[src/bst_pkg.sv]
// Shared constants and types of the barrier table.
// No dependencies.
package bst_pkg;

  localparam int BARRIER_COUNT = 8;
  localparam int PROCESS_COUNT = 16;
  localparam int MASK_W        = 16;
  localparam int ADDR_W        = (BARRIER_COUNT > 1) ? $clog2(BARRIER_COUNT) : 1;

  localparam logic [1:0] MODE_ALLOC   = 2'd0;
  localparam logic [1:0] MODE_WAIT    = 2'd1;
  localparam logic [1:0] MODE_DESTROY = 2'd2;

  localparam logic [1:0] STAT_DONE    = 2'd0;
  localparam logic [1:0] STAT_FULL    = 2'd1;
  localparam logic [1:0] STAT_REFUSED = 2'd2;
  localparam logic [1:0] STAT_BLOCKED = 2'd3;

  typedef enum logic {
    S_IDLE,
    S_EXEC
  } state_t;

  typedef struct packed {
    logic [7:0]        goal;
    logic [7:0]        count;
    logic [MASK_W-1:0] mask;
  } entry_t;

endpackage

[src/bst_if.sv]
// Request and result channel interfaces of the barrier table.
// Depends on nothing but the field widths of the block.
interface bst_in_if;
  logic       valid;
  logic       ready;
  logic [1:0] mode;
  logic [2:0] barrier_index;
  logic [7:0] goal;
  logic [3:0] process_id;

  modport source (output valid, mode, barrier_index, goal, process_id, input ready);
  modport sink   (input valid, mode, barrier_index, goal, process_id, output ready);
endinterface

interface bst_out_if;
  logic        valid;
  logic        ready;
  logic [1:0]  status;
  logic [2:0]  result_index;
  logic [15:0] release_mask;

  modport source (output valid, status, result_index, release_mask, input ready);
  modport sink   (input valid, status, result_index, release_mask, output ready);
endinterface

[src/barrier_sync_table.sv]
// Top level of the counting barrier table: entry memory and request sequencer.
// Depends on bst_pkg and the channel interfaces in bst_if.sv.
//
//   channel  dir  payload                                  transfer when
//   in_ch    in   mode, barrier_index, goal, process_id    valid && ready
//   out_ch   out  status, result_index, release_mask       valid && ready
//
// Each request is read, then modified: the entry is read from the registered
// memory at the transfer edge, then the modify and write-back step loads the
// result register. A new request is taken while a result waits in out_ch.
// Reset clears the per-entry valid flags and sets the free flags at once; no clearing pass.
// A held result stalls the write-back cycle until out_ch.ready.
module barrier_sync_table
  import bst_pkg::*;
(
  input  logic        clk,
  input  logic        rst_n,
  bst_in_if.sink      in_ch,
  bst_out_if.source   out_ch
);

  entry_t mem [BARRIER_COUNT];

  state_t state_r, state_nxt;

  logic [1:0]        req_mode_r;
  logic [2:0]        req_index_r;
  logic [7:0]        req_goal_r;
  logic [3:0]        req_pid_r;

  entry_t            rd_data_r;
  logic              rd_valid_r;
  logic [BARRIER_COUNT-1:0] valid_r;
  logic [BARRIER_COUNT-1:0] free_r;

  logic              out_valid_r;
  logic [1:0]        out_status_r;
  logic [2:0]        out_index_r;
  logic [MASK_W-1:0] out_mask_r;

  logic              accept;
  logic              exec_done;
  logic [ADDR_W+2:0] in_idx_ext;
  logic [ADDR_W-1:0] rd_addr;
  logic [ADDR_W+2:0] req_idx_ext;
  logic [ADDR_W-1:0] req_addr;
  logic              req_in_range;

  entry_t            cur;
  logic              alloc_hit;
  logic [ADDR_W-1:0] alloc_addr;
  logic [ADDR_W+2:0] alloc_idx_ext;
  logic [7:0]        cnt_inc;
  logic [MASK_W-1:0] pid_bit;

  logic              wr_en;
  logic [ADDR_W-1:0] wr_addr;
  entry_t            wr_data;
  logic [1:0]        res_status;
  logic [2:0]        res_index;
  logic [MASK_W-1:0] res_mask;

  assign accept      = in_ch.valid && in_ch.ready;
  assign in_idx_ext  = {{ADDR_W{1'b0}}, in_ch.barrier_index};
  assign rd_addr     = in_idx_ext[ADDR_W-1:0];
  assign req_idx_ext = {{ADDR_W{1'b0}}, req_index_r};
  assign req_addr    = req_idx_ext[ADDR_W-1:0];
  assign req_in_range = 32'(req_index_r) < BARRIER_COUNT;

  // Next state.
  always_comb begin
    state_nxt = state_r;
    case (state_r)
      S_IDLE: begin
        if (in_ch.valid) state_nxt = S_EXEC;
      end
      S_EXEC: begin
        if (!out_valid_r || out_ch.ready) state_nxt = S_IDLE;
      end
      default: state_nxt = S_IDLE;
    endcase
  end

  // Sequencer outputs.
  always_comb begin
    in_ch.ready = 1'b0;
    exec_done   = 1'b0;
    case (state_r)
      S_IDLE:  in_ch.ready = 1'b1;
      S_EXEC:  exec_done   = !out_valid_r || out_ch.ready;
      default: begin
        in_ch.ready = 1'b0;
        exec_done   = 1'b0;
      end
    endcase
  end

  always_comb begin
    alloc_addr = '0;
    for (int i = BARRIER_COUNT - 1; i >= 0; i--) begin
      if (free_r[i]) alloc_addr = ADDR_W'(i);
    end
  end

  assign alloc_hit     = |free_r;
  assign alloc_idx_ext = {3'b000, alloc_addr};
  assign cur           = rd_valid_r ? rd_data_r : '0;
  assign cnt_inc       = (cur.count == 8'hFF) ? 8'hFF : 8'(cur.count + 8'd1);
  assign pid_bit       = ((32'(req_pid_r) < PROCESS_COUNT) && (32'(req_pid_r) < MASK_W))
                         ? (MASK_W'(1) << req_pid_r) : '0;

  // Modify the entry and form the result.
  always_comb begin
    wr_en      = 1'b0;
    wr_addr    = req_addr;
    wr_data    = cur;
    res_status = STAT_DONE;
    res_index  = '0;
    res_mask   = '0;
    case (req_mode_r)
      MODE_ALLOC: begin
        if (alloc_hit) begin
          wr_en     = 1'b1;
          wr_addr   = alloc_addr;
          wr_data   = '{goal: req_goal_r, count: 8'd0, mask: '0};
          res_index = alloc_idx_ext[2:0];
        end else begin
          res_status = STAT_FULL;
        end
      end
      MODE_WAIT: begin
        if (req_in_range) begin
          wr_en = 1'b1;
          if (cnt_inc < cur.goal) begin
            wr_data    = '{goal: cur.goal, count: cnt_inc, mask: cur.mask | pid_bit};
            res_status = STAT_BLOCKED;
          end else begin
            wr_data  = '{goal: cur.goal, count: 8'd0, mask: '0};
            res_mask = cur.mask;
          end
        end
      end
      MODE_DESTROY: begin
        if (req_in_range) begin
          if (cur.mask == '0) begin
            wr_en   = 1'b1;
            wr_data = '{goal: 8'd0, count: 8'd0, mask: '0};
          end else begin
            res_status = STAT_REFUSED;
          end
        end
      end
      default: wr_en = 1'b0;
    endcase
  end

  always_ff @(posedge clk) begin
    if (exec_done && wr_en) mem[wr_addr] <= wr_data;
    if (accept) rd_data_r <= mem[rd_addr];
  end

  always_ff @(posedge clk) begin
    if (accept) begin
      req_mode_r  <= in_ch.mode;
      req_index_r <= in_ch.barrier_index;
      req_goal_r  <= in_ch.goal;
      req_pid_r   <= in_ch.process_id;
    end
    if (exec_done) begin
      out_status_r <= res_status;
      out_index_r  <= res_index;
      out_mask_r   <= res_mask;
    end
  end

  always_ff @(posedge clk) begin
    if (!rst_n) begin
      state_r     <= S_IDLE;
      valid_r     <= '0;
      free_r      <= '1;
      rd_valid_r  <= 1'b0;
      out_valid_r <= 1'b0;
    end else begin
      state_r <= state_nxt;
      if (accept) rd_valid_r <= valid_r[rd_addr];
      if (exec_done && wr_en) begin
        valid_r[wr_addr] <= 1'b1;
        free_r[wr_addr]  <= (wr_data.goal == 8'd0);
      end
      if (exec_done)          out_valid_r <= 1'b1;
      else if (out_ch.ready)  out_valid_r <= 1'b0;
    end
  end

  assign out_ch.valid        = out_valid_r;
  assign out_ch.status       = out_status_r;
  assign out_ch.result_index = out_index_r;
  assign out_ch.release_mask = out_mask_r;

endmodule

[src/flat_wrapper.sv]
// flat-port wrapper written by rule: the top's interface ports become plain ports
module barrier_sync_table_flat import bst_pkg::*;
  (clk, rst_n, in_ch_valid, in_ch_mode, in_ch_barrier_index, in_ch_goal, in_ch_process_id, in_ch_ready, out_ch_valid, out_ch_status, out_ch_result_index, out_ch_release_mask, out_ch_ready);
  bst_in_if in_ch_i ();
  bst_out_if out_ch_i ();
  input  logic clk;
  input  logic rst_n;
  input wire logic [$bits(in_ch_i.valid)-1:0] in_ch_valid;
  input wire logic [$bits(in_ch_i.mode)-1:0] in_ch_mode;
  input wire logic [$bits(in_ch_i.barrier_index)-1:0] in_ch_barrier_index;
  input wire logic [$bits(in_ch_i.goal)-1:0] in_ch_goal;
  input wire logic [$bits(in_ch_i.process_id)-1:0] in_ch_process_id;
  output wire logic [$bits(in_ch_i.ready)-1:0] in_ch_ready;
  output wire logic [$bits(out_ch_i.valid)-1:0] out_ch_valid;
  output wire logic [$bits(out_ch_i.status)-1:0] out_ch_status;
  output wire logic [$bits(out_ch_i.result_index)-1:0] out_ch_result_index;
  output wire logic [$bits(out_ch_i.release_mask)-1:0] out_ch_release_mask;
  input wire logic [$bits(out_ch_i.ready)-1:0] out_ch_ready;
  assign in_ch_i.valid = in_ch_valid;
  assign in_ch_i.mode = in_ch_mode;
  assign in_ch_i.barrier_index = in_ch_barrier_index;
  assign in_ch_i.goal = in_ch_goal;
  assign in_ch_i.process_id = in_ch_process_id;
  assign in_ch_ready = in_ch_i.ready;
  assign out_ch_valid = out_ch_i.valid;
  assign out_ch_status = out_ch_i.status;
  assign out_ch_result_index = out_ch_i.result_index;
  assign out_ch_release_mask = out_ch_i.release_mask;
  assign out_ch_i.ready = out_ch_ready;
  barrier_sync_table u_core (.clk(clk), .rst_n(rst_n), .in_ch(in_ch_i), .out_ch(out_ch_i));
endmodule
[config.mk]
export PLATFORM = sky130hd
export DESIGN_NAME = barrier_sync_table_flat
export DESIGN_NICKNAME = d
export VERILOG_FILES = /design/src/bst_pkg.sv /design/src/bst_if.sv /design/src/barrier_sync_table.sv /design/src/flat_wrapper.sv
export SDC_FILE = /design/constraint.sdc
export NUM_CORES = 1
export LEC_CHECK = 0
export BUFFER_PORTS_ARGS = -buffer_cell sky130_fd_sc_hd__buf_4
export CAP_MARGIN = 5
export CORE_MARGIN = 2
export CORE_UTILIZATION = 65
export DETAILED_ROUTE_END_ITERATION = 10
export PLACE_DENSITY = 0.83
export SLEW_MARGIN = 5
export SYNTH_ARGS = -nofsm -noshare
export SYNTH_HDL_FRONTEND = slang
export SYNTH_SLANG_ARGS = --single-unit
[constraint.sdc]
create_clock -name clk -period 8.6 [get_ports clk]
set_input_delay 0.43 -clock clk [delete_from_list [all_inputs] [get_ports clk]]
set_output_delay 0.43 -clock clk [all_outputs]
set_load 0.01 [all_outputs]
==> impl_metrics.py, run 1 <==
metrics = {
    "sta": {
        "finalWorstSetupSlack_ns": 4.503,
        "finalSetupViolations": 0,
        "slew_viol_final": 0,
        "tightestPinTransition_ns": 1.375,
        "final_hold_viol_count": 0,
        "max-slew-margin-rel": 0.07526,
        "max_freq_ghz": 0.2441,
        "whs_ns": 0.09355,
        "rsz0062_at_grt": "false",
        "fin_crit_ns": 4.097,
        "clock_skew_ns": 0.02841,
        "totalNegativeSetupSlack_ns": 0,
        "period_share": 0.4764,
    },
    "floorplanning": {
        "die_h_um": 149.7,
        "io_pins": 44,
        "coreArea_um2": 20960,
        "die_area_um2": 22420,
        "std_cell_rows": 53,
        "chipWidth_um": 149.7,
        "start_util": 0.6588,
    },
    "power_and_ir_drop": {
        "fin_total_pwr_mw": 3.553,
        "leakagePower_nw": 5.109,
        "vdd_drop_max_mv": 0.1943,
        "powerDensity_nw_per_um2": 229.2,
    },
    "hold_path": {
        "holdPathStages": 1,
        "hold_start": "in_ch_process_id[2]",
        "whs_endpoint": "u_core.req_pid_r[2]$_DFFE_PP_",
        "min_path_type": "in2reg",
    },
    "clock_tree": {
        "tritoncts": "done",
        "cts_hold_repair.buffers": 0,
        "htreeDepth": 2,
        "numCtsBuffers": 34,
        "cts_resized": 0,
        "path_clk_slew_ns": 0.06,
        "cts-root-buf": "clkbuf_16",
        "cts_buffer_depth": 3,
        "clk_latency_ns": 0.52,
        "clock-sinks": 345,
        "postCtsSetupRepairBufs": 0,
    },
    "global_route": {
        "grt.total_usage": 0.2799,
        "grt_start_max_net_pins": 67,
        "grt_pass1_wl_mm": 45.40,
        "grt_pass1_vias": 7432,
        "overflow": 0,
        "antenna_found_initial": 0,
    },
    "logic_synthesis": {
        "yosys-top-cells-area": "edfxtp_1 (71%), mux4_2 (11%), dfxtp_1 (2.8%)",
        "syn_inst": 703,
        "syn_nets": 731,
        "synth_seq_cells": 345,
        "ys_warn_count": 0,
        "yosysTopAreaCell": "edfxtp_1",
        "synth_edf_count": 326,
        "synth_area_per_cell_um2": 19.64,
        "ys_types": 60,
        "syn_area_um2": 13810,
        "synth-main-ff-cell": "edfxtp_1",
        "ys_async_sr_fraction": 0,
        "synth_seq_area_share": 0.7366,
        "yosysTopAreaCellShare": 0.7091,
    },
    "worst_setup_path": {
        "worstPathArrival_ns": 4.30,
        "r2r_slack_ns": 4.50,
        "path_cells": "o21ai_0 -> a21oi_1 -> ha_1 -> a2111oi_0 -> o211ai_1 -> nand2_1 -> nand4b_1 -> o2bb2ai_1",
        "max_stage_delay_ns": 0.91,
        "reg2reg_to": "u_core.mem[0][4]$_DFFE_PP_",
        "start_kind": "flip-flop",
        "cp_slowest_cell": "dfxtp_1",
        "critPathMaxFanout": 28,
        "critPathKind": "reg2reg",
        "critical_path_required_ns": 8.81,
        "cp_top_family": "compound AO/OA/AOI/OAI gates",
        "r2r-start": "u_core.rd_valid_r$_SDFFE_PN0P_",
        "r2r_cells": 8,
        "critPathBufInv": 0,
        "endpoint_kind": "flip-flop",
    },
    "place": {
        "portBuffers": 43,
        "place_area_um2": 14450,
        "post-place-cells": 1002,
        "dp_hpwl_mm": 17.30,
        "place_congestion": 0.8897,
        "dp_slack_ns": 4.711,
    },
    "flow_run": {
        "drv_cap": 0,
    },
    "routing": {
        "firstDrtPassIters": 5,
        "viasPerCell": 6.752,
        "route.vias.total": 7164,
        "ant_nets": 0,
        "wire_per_inst_um": 27.79,
        "drt_iter0_markers": 769,
        "drc_errors": 0,
        "finalWirelength_mm": 29.49,
    },
    "layout": {
        "utilization": 0.7398,
        "seq_area_um2": 10170,
        "final_cells": 1061,
        "fillers": 1193,
        "multiInputGateArea_um2": 3511,
        "layout-drive-gt1-share": 0.2824,
        "synthToLayoutAreaGrowth_pct": 12.29,
        "num_antenna_cells": 0,
        "nets": 791,
        "design_area_um2": 15500,
    },
    "status": {
        "outcome": "finished clean",
    },
}
==> routing by layer <==
layer	track usage	vias to the layer above	share of wire
li1	-	3005	-
met1	0.3965	3707	0.39
met2	0.4548	381	0.51
met3	0.04604	71	0.077
met4	0.09387	0	0.028
met5	0	-	0
==> cells in the mapped netlist, types with 8 or more instances <==
cell        n
a21oi_1    10
a22o_1     14
and2_1     21
clkbuf_1   20
dfxtp_1    19
edfxtp_1  326
mux2_2     32
mux2i_1     9
mux4_2     66
nand2_1    25
nor2_1     16
nor2b_1    13
o21a_1      9
o21ai_0     8
==> flip-flops by register name, indices dropped and copies added, names as in the netlist <==
name / cells
u_core.free_r: 8
u_core.mem: 256
u_core.out_ch.release_mask: 16
u_core.out_ch.result_index: 3
u_core.out_ch.status: 2
u_core.out_ch.valid: 1
u_core.rd_data_r: 32
u_core.rd_valid_r: 1
u_core.req_addr: 3
u_core.req_goal_r: 8
u_core.req_mode_r: 2
u_core.req_pid_r: 4
u_core.state_r: 1
u_core.valid_r: 8
==> cell type report <==
class / instances / area share
Clock buffer: 38 / 0.05585
Clock inverter: 21 / 0.01211
Inverter: 5 / 0.001211
Multi-Input combinational cell: 323 / 0.2265
Sequential cell: 345 / 0.6560
Tap cell: 275 / 0.02220
Timing Repair Buffer: 54 / 0.02615
==> report_power, final <==
group | switching, mW | leakage [nW] | internal (mW) | total, mW
sequential | 0.0288 | 3.19 | 1.89 | 1.92
clock | 0.599 | 0.509 | 0.816 | 1.41
combinational | 0.133 | 1.41 | 0.0862 | 0.219
total | 0.760 | 5.11 | 2.79 | 3.55
==> cells by family after synthesis <==
group,share of synthesized area
flops,0.7366
simple gates,0.05619
mux,0.1403
compound gates,0.04876
buf+inv,0.01051
fa+ha+maj,0.006344
xor+xnor,0.001269
==> worst max path at each step <==
stage	endpoint	startpoint	cells after the start
floorplan	u_core.mem[3][0]$_DFFE_PP_	out_ch_ready	4
global placement	u_core.mem[6][3]$_DFFE_PP_	u_core.rd_valid_r$_SDFFE_PN0P_	8
detailed placement	u_core.mem[4][3]$_DFFE_PP_	u_core.rd_valid_r$_SDFFE_PN0P_	8
CTS	u_core.mem[3][3]$_DFFE_PP_	u_core.rd_valid_r$_SDFFE_PN0P_	8
global route	u_core.mem[7][3]$_DFFE_PP_	u_core.rd_valid_r$_SDFFE_PN0P_	8
finish	u_core.mem[0][4]$_DFFE_PP_	u_core.rd_valid_r$_SDFFE_PN0P_	8
==> cells in the final DEF, fill, tap and decap left out, types with 3 or more instances in the layout <==
cell type	netlist	final
nor4_1	7	7
a21oi_1	10	10
a21o_1	5	5
a32o_1	6	6
nor2_1	16	16
mux2i_1	9	9
clkbuf_1	20	4
nand2_1	25	25
a31oi_1	4	4
a22o_1	14	14
and2_1	21	21
nand3_1	4	4
clkinv_1	0	10
dfxtp_1	19	19
o21ai_0	8	8
o21a_1	9	9
a22oi_1	3	3
and3_1	3	3
mux2_2	32	32
clkinv_2	0	4
o2bb2ai_1	6	6
nor2b_1	13	12
nand2b_1	5	5
ha_1	7	7
edfxtp_1	326	326
mux4_2	66	66
bufinv_16	0	3
inv_1	5	5
a21boi_0	3	3
clkbuf_16	0	34
buf_4	0	54
nor3_4	6	8
Power figures use the tool's default switching activity.
==> run 2, diff against run 1 <==
--- a/config.mk
+++ b/config.mk
@@ -8,9 +8,9 @@
 export BUFFER_PORTS_ARGS = -buffer_cell sky130_fd_sc_hd__buf_4
 export CAP_MARGIN = 5
 export CORE_MARGIN = 2
-export CORE_UTILIZATION = 65
+export CORE_UTILIZATION = 62
 export DETAILED_ROUTE_END_ITERATION = 10
-export PLACE_DENSITY = 0.83
+export PLACE_DENSITY = 0.8
 export SLEW_MARGIN = 5
 export SYNTH_ARGS = -nofsm -noshare
 export SYNTH_HDL_FRONTEND = slang
==> constraint.sdc (replaced) <==
create_clock -name clk -period 4.2 [get_ports clk]
set_input_delay 0.21 -clock clk [delete_from_list [all_inputs] [get_ports clk]]
set_output_delay 0.21 -clock clk [all_outputs]
set_load 0.01 [all_outputs]
==> run 2 against run 1 <==
Compared with the run above:
- clock-buffer cell count rose by 7
- combinational power increased by 110%
- clock skew down 0.013 ns
- critical path depth increased by 3
- sequential power grew 100%
- worst setup slack got worse by 4.1 ns
- non-clock buffer count up 20
- largest cell class unchanged
- largest power group unchanged
==> impl_metrics.py, run 2 (synthesis results as in run 1) <==
metrics = {
    "status": {
        "outcome": "finished clean",
    },
    "worst_setup_path": {
        "r2r_cells": 11,
        "r2r_slack_ns": 0.43,
        "reg2reg_to": "u_core.mem[3][6]$_DFFE_PP_",
        "worstPathArrival_ns": 3.99,
        "endpoint_kind": "flip-flop",
        "critPathKind": "reg2reg",
        "critPathMaxFanout": 14,
        "start_kind": "flip-flop",
        "r2r-start": "u_core.rd_data_r[16]$_DFFE_PP_",
        "critical_path_required_ns": 4.42,
    },
    "global_route": {
        "grt.total_usage": 0.2462,
        "antenna_found_initial": 0,
        "grt_start_max_net_pins": 67,
        "overflow": 0,
        "grt_pass1_wl_mm": 43.14,
        "grt_pass1_vias": 7297,
    },
    "sta": {
        "max_freq_ghz": 0.2656,
        "slew_viol_final": 0,
        "finalSetupViolations": 0,
        "tightestPinTransition_ns": 1.265,
        "fin_crit_ns": 3.765,
        "final_hold_viol_count": 0,
        "max-slew-margin-rel": 0.1549,
        "period_share": 0.8965,
        "clock_skew_ns": 0.01502,
        "rsz0062_at_grt": "false",
        "totalNegativeSetupSlack_ns": 0,
    },
    "clock_tree": {
        "path_clk_slew_ns": 0.06,
        "cts_resized": 0,
        "clock-sinks": 345,
        "cts_hold_repair.buffers": 15,
        "postCtsSetupRepairBufs": 0,
        "tritoncts": "done",
        "numCtsBuffers": 35,
        "cts-root-buf": "clkbuf_16",
        "cts_buffer_depth": 3,
        "clk_latency_ns": 0.51,
        "htreeDepth": 2,
    },
    "routing": {
        "route.vias.total": 6969,
        "drc_errors": 0,
        "viasPerCell": 6.423,
        "ant_nets": 0,
        "finalWirelength_mm": 27.80,
        "firstDrtPassIters": 5,
        "drt_iter0_markers": 588,
        "wire_per_inst_um": 25.62,
    },
    "floorplanning": {
        "chipWidth_um": 153.2,
        "std_cell_rows": 54,
        "io_pins": 44,
        "die_h_um": 153.2,
        "start_util": 0.6326,
        "coreArea_um2": 21820,
        "die_area_um2": 23480,
    },
    "layout": {
        "fillers": 1270,
        "multiInputGateArea_um2": 3511,
        "largest_reg_flops": 256,
        "num_antenna_cells": 0,
        "nets": 812,
        "seq_area_um2": 10170,
        "synthToLayoutAreaGrowth_pct": 14.23,
        "layout_commonest_cell": "edfxtp_1",
        "regMostFlops": "u_core.mem",
        "layout_common_cells": "edfxtp_1 (326), mux4_2 (66), buf_4 (56)",
        "utilization": 0.7226,
        "final_cells": 1085,
        "layout-drive-gt1-share": 0.2820,
    },
    "power_and_ir_drop": {
        "power_frac_comb": 0.062,
        "power.switching_mw": 1.515,
        "leakagePower_nw": 5.233,
        "clkPwrFrac": 0.404,
        "seq_power_share": 0.534,
        "vdd_drop_max_mv": 0.3390,
        "switching_share": 0.2059,
        "powerDensity_nw_per_um2": 466.4,
        "p_int_mw": 5.841,
    },
    "hold_path": {
        "hold_start": "out_ch_ready",
        "min_path_type": "in2reg",
        "holdPathStages": 3,
        "whs_endpoint": "u_core.out_ch.valid$_SDFFE_PN0P_",
    },
    "place": {
        "place_congestion": 0.8093,
        "dp_hpwl_mm": 16.12,
        "post-place-cells": 1012,
        "portBuffers": 43,
    },
    "flow_run": {
        "drv_cap": 0,
    },
}
-- run 2: cell types whose count changed in the layout (fill, tap and decap cells not counted), moves of 2 or more --
cell           previous run  this run
clkinv_1                 10         5
clkbuf_16                34        37
clkbuf_1                  4         8
dlygate4sd3_1             0        15
clkinvlp_4                2         0
buf_4                    54        56
buf_12                    0         3
-- run 2: worst max path at each step --
| stage | start | endpoint | slack [ns] | depth (start not counted) |
|---|---|---|---|---|
| 4_1_cts | u_core.rd_data_r[16]$_DFFE_PP_ | u_core.mem[4][6]$_DFFE_PP_ | 0.52 | 11 |
| 2_1_floorplan | u_core.rd_data_r[11]$_DFFE_PP_ | u_core.mem[3][0]$_DFFE_PP_ | 0.93 | 5 |
| 5_1_grt | u_core.rd_data_r[16]$_DFFE_PP_ | u_core.mem[4][23]$_DFFE_PP_ | 0.15 | 10 |
| 3_3_place_gp | u_core.rd_data_r[16]$_DFFE_PP_ | u_core.mem[4][4]$_DFFE_PP_ | 0.82 | 11 |
| 6_report | u_core.rd_data_r[16]$_DFFE_PP_ | u_core.mem[3][6]$_DFFE_PP_ | 0.43 | 11 |
| 3_5_place_dp | u_core.rd_data_r[16]$_DFFE_PP_ | u_core.mem[4][23]$_DFFE_PP_ | 0.56 | 11 |
-- run 2: worst max-delay path, stage by stage (launching register included) --
cell       delay [ns]
edfxtp_1         0.48
and4_1           0.27
and2_1           0.23
a21o_1           0.20
and3_1           0.20
ha_1             0.29
or2_2            0.28
a21oi_1          0.15
a21oi_1          0.08
nand2_1          0.38
nand4b_1         0.31
o2bb2ai_1        0.60
-- run 2: metrics by stage --
step	total power, mW	cell area (µm²)	hold WS, ns	setup WS [ns]
CTS	7.392	15770	0.01503	0.5200
global placement	4.420	14530	0.3881	0.8199
detailed placement	4.439	14530	0.3897	0.5555
global route	7.570	15770	0.04900	0.1496
floorplan	4.281	13810	0.3089	0.9346
finish	7.356	15770	0.01834	0.4347
-- run 2: layout make-up --
class / instances / area share
flip-flops and latches: 345 / 0.6449
multi-input cells: 323 / 0.2226
clock buffers: 45 / 0.06062
repair buffers: 74 / 0.03999
well taps: 280 / 0.02222
clock inverters: 13 / 0.008489
inverters: 5 / 0.001190
-- run 2: routing by layer --
metal,part of all wire,vias to the layer above,global-route usage
li1,-,3047,-
met1,0.39,3541,0.3442
met2,0.51,335,0.4065
met3,0.080,46,0.04366
met4,0.020,0,0.07275
met5,0,-,0
-- run 2: power by group through the flow --
stage               registers [mW]  clock network (mW)  logic [mW]
finish                        3.93                2.97       0.454
global route                  3.93                3.14       0.492
CTS                           3.93                3.01       0.455
detailed placement            4.00                   0       0.441
global placement              3.99                   0       0.428
floorplan                     3.98                   0       0.301
==> run 3, diff against run 2 <==
--- a/config.mk
+++ b/config.mk
@@ -5,12 +5,13 @@
 export SDC_FILE = /design/constraint.sdc
 export NUM_CORES = 1
 export LEC_CHECK = 0
+export ABC_AREA = 1
 export BUFFER_PORTS_ARGS = -buffer_cell sky130_fd_sc_hd__buf_4
 export CAP_MARGIN = 5
 export CORE_MARGIN = 2
 export CORE_UTILIZATION = 62
 export DETAILED_ROUTE_END_ITERATION = 10
-export PLACE_DENSITY = 0.8
+export PLACE_DENSITY = 0.79
 export SLEW_MARGIN = 5
 export SYNTH_ARGS = -nofsm -noshare
 export SYNTH_HDL_FRONTEND = slang
==> run 3 against run 2 <==
Compared with the run above:
- worst setup slack improved by 0.033 ns
- die area increased by 4.7%
- core utilization grew 0.37 points
- maximum frequency up 0.89%
- cell count up 53%
- critical path depth up 3
- via count rose by 45%
- non-clock buffer count grew 5
- sequential power hardly changed
- clock skew is 0.017 ns higher
- critical endpoint is now u_core.mem[1][13]$_DFFE_PP_
- largest cell class unchanged
==> impl_metrics.py, run 3 <==
metrics = {
    "layout": {
        "regMostFlops": "u_core.mem",
        "layout-drive-gt1-share": 0.1215,
        "num_antenna_cells": 0,
        "largest_reg_flops": 256,
        "nets": 1345,
        "layout_commonest_cell": "edfxtp_1",
        "utilization": 0.7263,
        "synthToLayoutAreaGrowth_pct": 14.29,
        "design_area_um2": 16540,
        "fillers": 1439,
        "layout_common_cells": "edfxtp_1 (326), nor2_1 (260), o21ai_0 (159)",
        "final_cells": 1655,
    },
    "power_and_ir_drop": {
        "seq_power_share": 0.498,
        "leakagePower_nw": 6.173,
        "switching_share": 0.2252,
        "fin_total_pwr_mw": 7.869,
        "p_int_mw": 6.097,
        "powerDensity_nw_per_um2": 475.6,
        "vdd_drop_max_mv": 0.4057,
        "clkPwrFrac": 0.423,
        "power.switching_mw": 1.772,
        "power_frac_comb": 0.079,
    },
    "floorplanning": {
        "die_h_um": 156.8,
        "coreArea_um2": 22780,
        "std_cell_rows": 55,
        "chipWidth_um": 156.8,
        "io_pins": 44,
        "start_util": 0.6355,
        "die_area_um2": 24580,
    },
    "clock_tree": {
        "cts-root-buf": "clkbuf_16",
        "clk_latency_ns": 0.53,
        "cts_buffer_depth": 3,
        "postCtsSetupRepairBufs": 0,
        "htreeDepth": 2,
        "numCtsBuffers": 36,
        "path_clk_slew_ns": 0.06,
        "tritoncts": "done",
        "clock-sinks": 345,
    },
    "sta": {
        "period_share": 0.8886,
        "fin_crit_ns": 3.732,
        "finalSetupViolations": 0,
        "clock_skew_ns": 0.03243,
        "tightestPinTransition_ns": 1.013,
        "final_hold_viol_count": 0,
        "whs_ns": 0.05612,
        "max_freq_ghz": 0.2680,
        "totalNegativeSetupSlack_ns": 0,
        "finalWorstSetupSlack_ns": 0.4680,
        "slew_viol_final": 0,
        "rsz0062_at_grt": "false",
        "max-slew-margin-rel": 0.3240,
    },
    "logic_synthesis": {
        "syn_area_um2": 14480,
        "syn_nets": 1292,
        "synth_area_per_cell_um2": 11.45,
        "synth_edf_count": 326,
        "ys_warn_count": 0,
        "yosys-top-cells-count": "edfxtp_1 (326), nor2_1 (261), o21ai_0 (159), nand2_1 (125), inv_1 (81)",
        "synth_seq_area_share": 0.7026,
        "synth-main-ff-cell": "edfxtp_1",
        "yosysTopAreaCell": "edfxtp_1",
        "yosysTopAreaCellShare": 0.6763,
        "synth_most_common_cell": "edfxtp_1",
        "yosys-top-cells-area": "edfxtp_1 (68%), nor2_1 (6.8%), o21ai_0 (5.5%)",
        "syn_inst": 1264,
        "ys_types": 36,
        "ys_async_sr_fraction": 0,
        "synth_seq_cells": 345,
    },
    "place": {
        "post-place-cells": 1575,
        "dp_hpwl_mm": 18.71,
        "dp_slack_ns": 0.6546,
        "portBuffers": 43,
        "place_area_um2": 15130,
        "place_congestion": 0.9198,
    },
    "worst_setup_path": {
        "start_kind": "flip-flop",
        "cp_top_family": "compound AO/OA/AOI/OAI gates",
        "critPathMaxFanout": 16,
        "critical_path_required_ns": 4.41,
        "max_stage_delay_ns": 0.80,
        "endpoint_kind": "flip-flop",
        "critPathBufInv": 3,
        "critPathKind": "reg2reg",
        "crit_path_frequent_cell": "inv_1",
        "path_cells": "nand2_1 -> inv_2 -> nand2_2 -> nor2_8 -> nand3_1 -> inv_1 -> a22o_1 -> inv_1 -> ha_1 -> a21oi_1 -> nor2_1 -> a211oi_2 -> nand3_2 -> a21boi_0",
        "cp_slowest_cell": "dfxtp_1",
        "worstPathArrival_ns": 3.94,
    },
    "global_route": {
        "grt.total_usage": 0.2840,
        "overflow": 0,
        "grt_pass1_wl_mm": 52.36,
        "antenna_found_initial": 0,
        "grt_pass1_vias": 9596,
        "grt_start_max_net_pins": 86,
    },
    "routing": {
        "firstDrtPassIters": 8,
        "drt_iter0_markers": 1194,
        "wire_per_inst_um": 20.79,
        "finalWirelength_mm": 34.40,
        "ant_nets": 0,
        "drc_errors": 0,
        "route.vias.total": 10100,
        "viasPerCell": 6.103,
    },
    "flow_run": {
        "drv_cap": 0,
    },
    "hold_path": {
        "min_path_type": "in2reg",
    },
    "status": {
        "outcome": "finished clean",
    },
}
run 3: cell count changes after synthesis, moves of 22 or more:
cell and delta:
clkbuf_1 +27, mux4_2 -66, nor2_1 +245, a21oi_1 +22, a31oi_1 +31, nand3_1 +40, inv_1 +76, o22ai_1 +30
o21ai_0 +151, nand2_1 +100, mux2_2 -32
run 3: cells by family (layout without fill, tap and decap cells):
| group | after synthesis | in the layout | share of synthesized area |
|---|---|---|---|
| and+or+nand+nor | 487 | 487 | 0.1471 |
| DFF | 345 | 345 | 0.7026 |
| AOI/OAI and AO/OA | 272 | 272 | 0.1020 |
| buffers and inverters | 153 | 231 | 0.04227 |
| adders and majority gates | 7 | 7 | 0.006050 |
run 3: final timing paths:
path	cells past startpoint	to	from	slack (ns)
max	14	u_core.mem[1][13]$_DFFE_PP_	u_core.rd_valid_r$_SDFFE_PN0P_	0.47
min	3	u_core.state_r$_SDFF_PN0_	in_ch_valid	0.06
max reg2reg	14	u_core.mem[1][13]$_DFFE_PP_	u_core.rd_valid_r$_SDFFE_PN0P_	0.47
min reg2reg	2	u_core.valid_r[2]$_SDFFE_PN0P_	u_core.valid_r[2]$_SDFFE_PN0P_	0.46
run 3: routing by layer:
metal  GRT usage  share of wire
met1      0.3884           0.38
met2      0.4532           0.47
met4      0.1210          0.035
met5           0              0
met3     0.05179           0.11
run 3: worst min-delay path, stage by stage:
cell and delay, ns:
buf_4 0.11, inv_1 0.11, a211oi_1 0.09
run 3: area by class of cell:
class | instances | area, µm² | share of cell area
Sequential cell | 345 | 10170 | 0.6147
Clock buffer | 44 | 993.5 | 0.06005
Inverter | 89 | 336.6 | 0.02034
Clock inverter | 19 | 252.7 | 0.01528
Multi-Input combinational cell | 766 | 3701 | 0.2237
Timing Repair Buffer | 79 | 698.2 | 0.04220
Tap cell | 313 | 391.6 | 0.02367
run 3: power groups by stage:
| stage | logic (mW) | registers, mW | clock network (mW) |
|---|---|---|---|
| global placement | 0.574 | 3.99 | 0 |
| detailed placement | 0.587 | 3.99 | 0 |
| finish | 0.620 | 3.92 | 3.33 |
| CTS | 0.609 | 3.92 | 3.35 |
| global route | 0.674 | 3.92 | 3.47 |
| floorplan | 0.403 | 3.98 | 0 |
run 3: what timing repair did:
item,in CTS,in global routing
hold endpoints to repair,17,0
hold buffers,17,0
resized for setup,0,0
